===== src/hw/rtl/mhdk_pkg.sv =====
`timescale 1ns / 1ps
package mhdk_pkg;

  localparam int unsigned HeapDepthDefault   = 1024;
  localparam int unsigned HandleSpaceDefault = 1024;

  localparam int unsigned KeyW    = 32;
  localparam int unsigned HandleW = 10;
  localparam int unsigned DeltaW  = 31;
  localparam int unsigned StatusW = 3;
  localparam int unsigned OccW    = 11;

  // Operation codes
  localparam logic [1:0] FuncInsert   = 2'd0;
  localparam logic [1:0] FuncGetMin   = 2'd1;
  localparam logic [1:0] FuncExtract  = 2'd2;
  localparam logic [1:0] FuncDecrease = 2'd3;

  // Status codes
  localparam logic [StatusW-1:0] StOk      = 3'd0;
  localparam logic [StatusW-1:0] StEmpty   = 3'd1;
  localparam logic [StatusW-1:0] StFull    = 3'd2;
  localparam logic [StatusW-1:0] StUnknown = 3'd3;
  localparam logic [StatusW-1:0] StInUse   = 3'd4;

  localparam logic signed [KeyW-1:0] KeyMin = {1'b1, {(KeyW-1){1'b0}}};

  // Datapath operation selected by the controller
  typedef enum logic [3:0] {
    OpNone,
    OpCheck,     // read map for request handle
    OpInsWrite,  // write new entry at end
    OpDecRead,   // read slot of decreased key
    OpDecWrite,  // write decreased key
    OpExtRead,   // read root and last entry
    OpExtMove,   // move last to root
    OpUpRead,    // read parent of cur
    OpDownRead,  // read two children of cur
    OpSwap,      // write target entry into cur slot
    OpSwapMap,   // write cur entry into target slot
    OpRootRead,  // read root for result
    OpLoad       // latch request fields and present bit
  } dp_op_e;

  typedef struct packed {
    dp_op_e op;
  } dp_cmd_t;

  typedef struct packed {
    logic       present;     // handle present bit
    logic       handle_ok;   // handle within space
    logic       empty;       // no entries
    logic       full;        // heap full
    logic       up_more;     // sift up: swap needed
    logic       down_more;   // sift down: swap needed
    logic       clearing;    // present bit sweep after reset
  } dp_sts_t;

endpackage


===== src/hw/rtl/mhdk_ctrl.sv =====
`timescale 1ns / 1ps
module mhdk_ctrl (
  input  logic                         clk_i,
  input  logic                         rst_ni,
  input  logic                         req_valid_i,
  output logic                         req_ready_o,
  input  logic [1:0]                   req_func_i,
  output logic                         rsp_valid_o,
  input  logic                         rsp_ready_i,
  output logic [mhdk_pkg::StatusW-1:0] status_o,
  output mhdk_pkg::dp_cmd_t            cmd_o,
  input  mhdk_pkg::dp_sts_t            sts_i
);
  import mhdk_pkg::*;

  typedef enum logic [3:0] {
    SIdle, SCheck, SIns, SDecRd, SDecWr, SExtRd0, SExtRd1, SExtMv,
    SUpRd0, SUpRd1, SDnRd0, SDnRd1, SDnRd2, SSwap, SSwapMap, SRoot
  } state_e;

  state_e              state_q;
  logic [1:0]          func_q;
  logic                down_q;
  logic [StatusW-1:0]  status_q;
  logic                rsp_valid_q;
  logic                swap_go;

  assign req_ready_o = (state_q == SIdle) && !rsp_valid_q && !sts_i.clearing;
  assign rsp_valid_o = rsp_valid_q;
  assign status_o    = status_q;

  // Swap decision registered in the read phase
  assign swap_go = (down_q && sts_i.down_more) || (!down_q && sts_i.up_more);

  // Command for the current state
  always_comb begin
    cmd_o.op = OpNone;
    case (state_q)
      SIdle:    cmd_o.op = (req_valid_i && req_ready_o) ? OpLoad : OpNone;
      SCheck:   cmd_o.op = OpCheck;
      SIns:     cmd_o.op = OpInsWrite;
      SDecRd:   cmd_o.op = OpDecRead;
      SDecWr:   cmd_o.op = OpDecWrite;
      SExtRd0:  cmd_o.op = OpExtRead;
      SExtRd1:  cmd_o.op = OpExtRead;
      SExtMv:   cmd_o.op = OpExtMove;
      SUpRd0:   cmd_o.op = OpUpRead;
      SUpRd1:   cmd_o.op = OpUpRead;
      SDnRd0:   cmd_o.op = OpDownRead;
      SDnRd1:   cmd_o.op = OpDownRead;
      SDnRd2:   cmd_o.op = OpDownRead;
      SSwap:    cmd_o.op = swap_go ? OpSwap : OpNone;
      SSwapMap: cmd_o.op = OpSwapMap;
      SRoot:    cmd_o.op = OpRootRead;
      default:  cmd_o.op = OpNone;
    endcase
  end

  // State and registered outputs
  always_ff @(posedge clk_i or negedge rst_ni) begin
    if (!rst_ni) begin
      state_q     <= SIdle;
      func_q      <= FuncGetMin;
      down_q      <= 1'b0;
      status_q    <= StOk;
      rsp_valid_q <= 1'b0;
    end else begin
      if (rsp_valid_q && rsp_ready_i) rsp_valid_q <= 1'b0;
      case (state_q)
        SIdle: begin
          if (req_valid_i && req_ready_o) begin
            func_q   <= req_func_i;
            status_q <= StOk;
            state_q  <= SCheck;
          end
        end
        SCheck: begin
          state_q <= SRoot;
          case (func_q)
            FuncInsert: begin
              if (!sts_i.handle_ok)   status_q <= StUnknown;
              else if (sts_i.present) status_q <= StInUse;
              else if (sts_i.full)    status_q <= StFull;
              else                    state_q  <= SIns;
            end
            FuncGetMin:  if (sts_i.empty) status_q <= StEmpty;
            FuncExtract: begin
              if (sts_i.empty) status_q <= StEmpty;
              else             state_q  <= SExtRd0;
            end
            default: begin
              if (!sts_i.handle_ok || !sts_i.present) status_q <= StUnknown;
              else                                     state_q  <= SDecRd;
            end
          endcase
        end
        SIns:    begin down_q <= 1'b0; state_q <= SUpRd0; end
        SDecRd:  state_q <= SDecWr;
        SDecWr:  begin down_q <= 1'b0; state_q <= SUpRd0; end
        SExtRd0: state_q <= SExtRd1;
        SExtRd1: state_q <= SExtMv;
        SExtMv:  begin down_q <= 1'b1; state_q <= SDnRd0; end
        SUpRd0:  state_q <= SUpRd1;
        SUpRd1:  state_q <= SSwap;
        SDnRd0:  state_q <= SDnRd1;
        SDnRd1:  state_q <= SDnRd2;
        SDnRd2:  state_q <= SSwap;
        SSwap: begin
          if (swap_go) state_q <= SSwapMap;
          else         state_q <= SRoot;
        end
        SSwapMap: state_q <= down_q ? SDnRd0 : SUpRd0;
        SRoot: begin
          rsp_valid_q <= 1'b1;
          state_q     <= SIdle;
        end
        default: state_q <= SIdle;
      endcase
    end
  end

endmodule


===== config.mk =====
export PLATFORM = sky130hd
export DESIGN_NAME = mhdk_ctrl
export DESIGN_NICKNAME = d
export VERILOG_FILES = /design/src/hw/rtl/mhdk_pkg.sv /design/src/hw/rtl/mhdk_ctrl.sv
export SDC_FILE = /design/constraint.sdc
export NUM_CORES = 1
export LEC_CHECK = 0
export BUFFER_PORTS_ARGS = -buffer_cell sky130_fd_sc_hd__buf_2
export CELL_PAD_IN_SITES_DETAIL_PLACEMENT = 0
export CELL_PAD_IN_SITES_GLOBAL_PLACEMENT = 1
export CORE_MARGIN = 2
export CORE_UTILIZATION = 27
export CTS_CLUSTER_DIAMETER = 30
export DETAILED_ROUTE_END_ITERATION = 8
export PLACE_DENSITY = 0.66
export SYNTH_ARGS = -nofsm -noshare
export SYNTH_HDL_FRONTEND = slang
export SYNTH_SLANG_ARGS = --single-unit

===== constraint.sdc =====
create_clock -name clk_i -period 2 [get_ports clk_i]
set_input_delay 0.3 -clock clk_i [delete_from_list [all_inputs] [get_ports clk_i]]
set_output_delay 0.3 -clock clk_i [all_outputs]
set_load 0.005 [all_outputs]

==> metrics.yaml <==
clk_latency_ns: 0.27
synth_ff_type: "dfrtp_1"
cts.sinks: 11
instances_no_fill: 173
drtPass1Iterations: 4
grt_overflow_total: 0
syn-num-nets: 118
start_util: 0.286
status: "finished, final reports clean"
hold_viol: 0
yosys_warnings: 0
die_w_um: 60.9
diodes: 0
finalClockSkew_ns: 0.00747
crit_path_cell_trace: "buf_4 -> or4_1 -> nor3_1 -> buf_2"
pre_cts_slack_ns: 0.0987
drc_errors: 0
setup_violations: 0
avgSynthCellArea_um2: 8.65
cts_max_path_buffers: 2
fin_hold_ws_ns: 0.198
cp_top_family: "simple AND/OR/NAND/NOR gates"
maxSlewViolCount: 0
htreeDepth: 1
met2_usage: 0.206
cp.arrival_ns: 1.60
cpMaxStageDelayCell: "or4_1"
layout_common_cells: "buf_2, dfrtp_1, buf_4"
layout_commonest_cell: "buf_2"
grt_use_met3: 0.0128
die_area_mm2: 0.00371
crit_type: "flip-flop to output pin"
drive_gt1_frac: 0.318
grt_start_max_net_pins: 20
critical_path.max_fanout: 9
fmax_mhz: 527
slowest_delay_ns: 0.49
grtUsageMet1: 0.166
cts_tree: "built"
placed_area_mm2: 0.00105
dpl.hpwl_um: 1650
vdd_drop_max_uv: 513
cp.required_ns: 1.70
place_inst: 166
drt_iter0_markers: 42
nets: 147
finalCritPeriodShare: 0.949
async_flop_share: 1.00
total_leakage_power_nw: 0.537
die_h_um: 60.9
start_kind: "flip-flop"
io_buffers: 21
yosysSeqAreaShare: 0.317
setup_ws_ns: 0.102
ys_ff_latch: 11
placementRows: 20
rsz0062_at_grt: "no"
area_delta_synth_final_pct: 26.6
drv_cap: 0
post-route-min-period_ns: 1.90
crit_buf_inv: 2
gr-usage-all-layers: 0.128
syn-cell-area_um2: 873
numCtsBuffers: 3
antenna_found_initial: 0
num_vias: 853
synthCells: 101
min_path_type: "input port to flip-flop"
grt_pass1_vias: 800
timing.slew.headroom: 0.789
synth_edf_count: 0
worst_pin_slew_ns: 0.312
gp_congestion: 0.854
ant_nets: 0
yosysUniqueCellTypes: 40
grt_pass1_wl_um: 3470
drt_wl_total_um: 2110
grt.busiest_layer: "met2"
setup_tns_ns: 0
fp.coreArea_mm2: 0.00305
clk_pin_slew_ns: 0.07
viasPerCell: 4.93
cts_root_buffer: "clkbuf_4"
design_area_mm2: 0.00111
endpoint_kind: "output pin"
wl_per_cell_um: 12.2
power_density_mw_per_mm2: 1390
ioPinCount: 22
## stage by stage
step,power [mW],utilization
CTS,1.51,0.358
floorplan,1.04,-
global route,1.69,0.362
global placement,1.33,0.343
detailed placement,1.34,0.343
finish,1.54,0.362
## cell families after synthesis
family / Yosys count / share of synthesized area
AO/OA/AOI/OAI: 32 / 0.259
AND/OR/NAND/NOR: 36 / 0.229
flip-flops: 11 / 0.317
adder cells (fa/ha/maj): 4 / 0.0573
multiplexers: 6 / 0.0774
buffers and inverters: 12 / 0.0602
## final cells by class
class	count	area (µm²)
clock buffer	4	26.3
fill	337	1950
inverter	6	22.5
multi-input combinational	78	551
sequential	11	277
tap	44	55.1
timing repair buffer	30	175
## report_power, final
| part | switching [mW] | internal [mW] |
|---|---|---|
| clock | 0.0762 | 0.0772 |
| sequential | 0.0784 | 0.317 |
| combinational | 0.517 | 0.471 |
| total | 0.671 | 0.866 |
## what timing repair did
action	4_1_cts	5_1_grt
endpoints found under the hold margin	10	0
resized for setup	0	3
endpoints found under the setup margin	1	5
buffers inserted	1	1
hold buffers	1	0
pin swaps	0	2
## worst paths after layout
check | startpoint | end | slack (ns) | cells after the start
max reg2reg | state_q[3]$_DFFE_PN0P_ | status_o[1]$_DFFE_PN0P_ | 0.12 | 4
min | rsp_ready_i | rsp_valid_o$_DFFE_PN0P_ | 0.20 | 2
max | state_q[0]$_DFFE_PN0P_ | req_ready_o | 0.10 | 4
min reg2reg | status_o[2]$_DFFE_PN0P_ | status_o[2]$_DFFE_PN0P_ | 0.49 | 1
max in group asynchronous | rst_ni | func_q[0]$_DFFE_PN1P_ | 1.31 | 2
min in group asynchronous | rst_ni | func_q[1]$_DFFE_PN0P_ | 0.42 | 2
## sequential cells by signal, indices dropped and copies added (netlist names)
| name | flops |
|---|---|
| state_q | 4 |
| rsp_valid_o | 1 |
| status_o | 3 |
| down_q | 1 |
| func_q | 2 |
## per-layer routing
layer  part of all wire  vias up
li1                   -      431
met1               0.49      395
met2               0.45       22
met3              0.034        5
met4              0.022        0
met5                  0        -
## Yosys cell counts (4+ instances only)
master,count,area share
o21ai_0,7,0.040
nand2_1,7,0.030
ha_1,4,0.057
dfrtp_1,10,0.29
nor2_1,6,0.026
inv_1,6,0.026
nor2b_1,4,0.029
a21oi_1,7,0.040
nand3_1,4,0.023
clkbuf_1,5,0.021
Power figures use the tool's default switching activity.
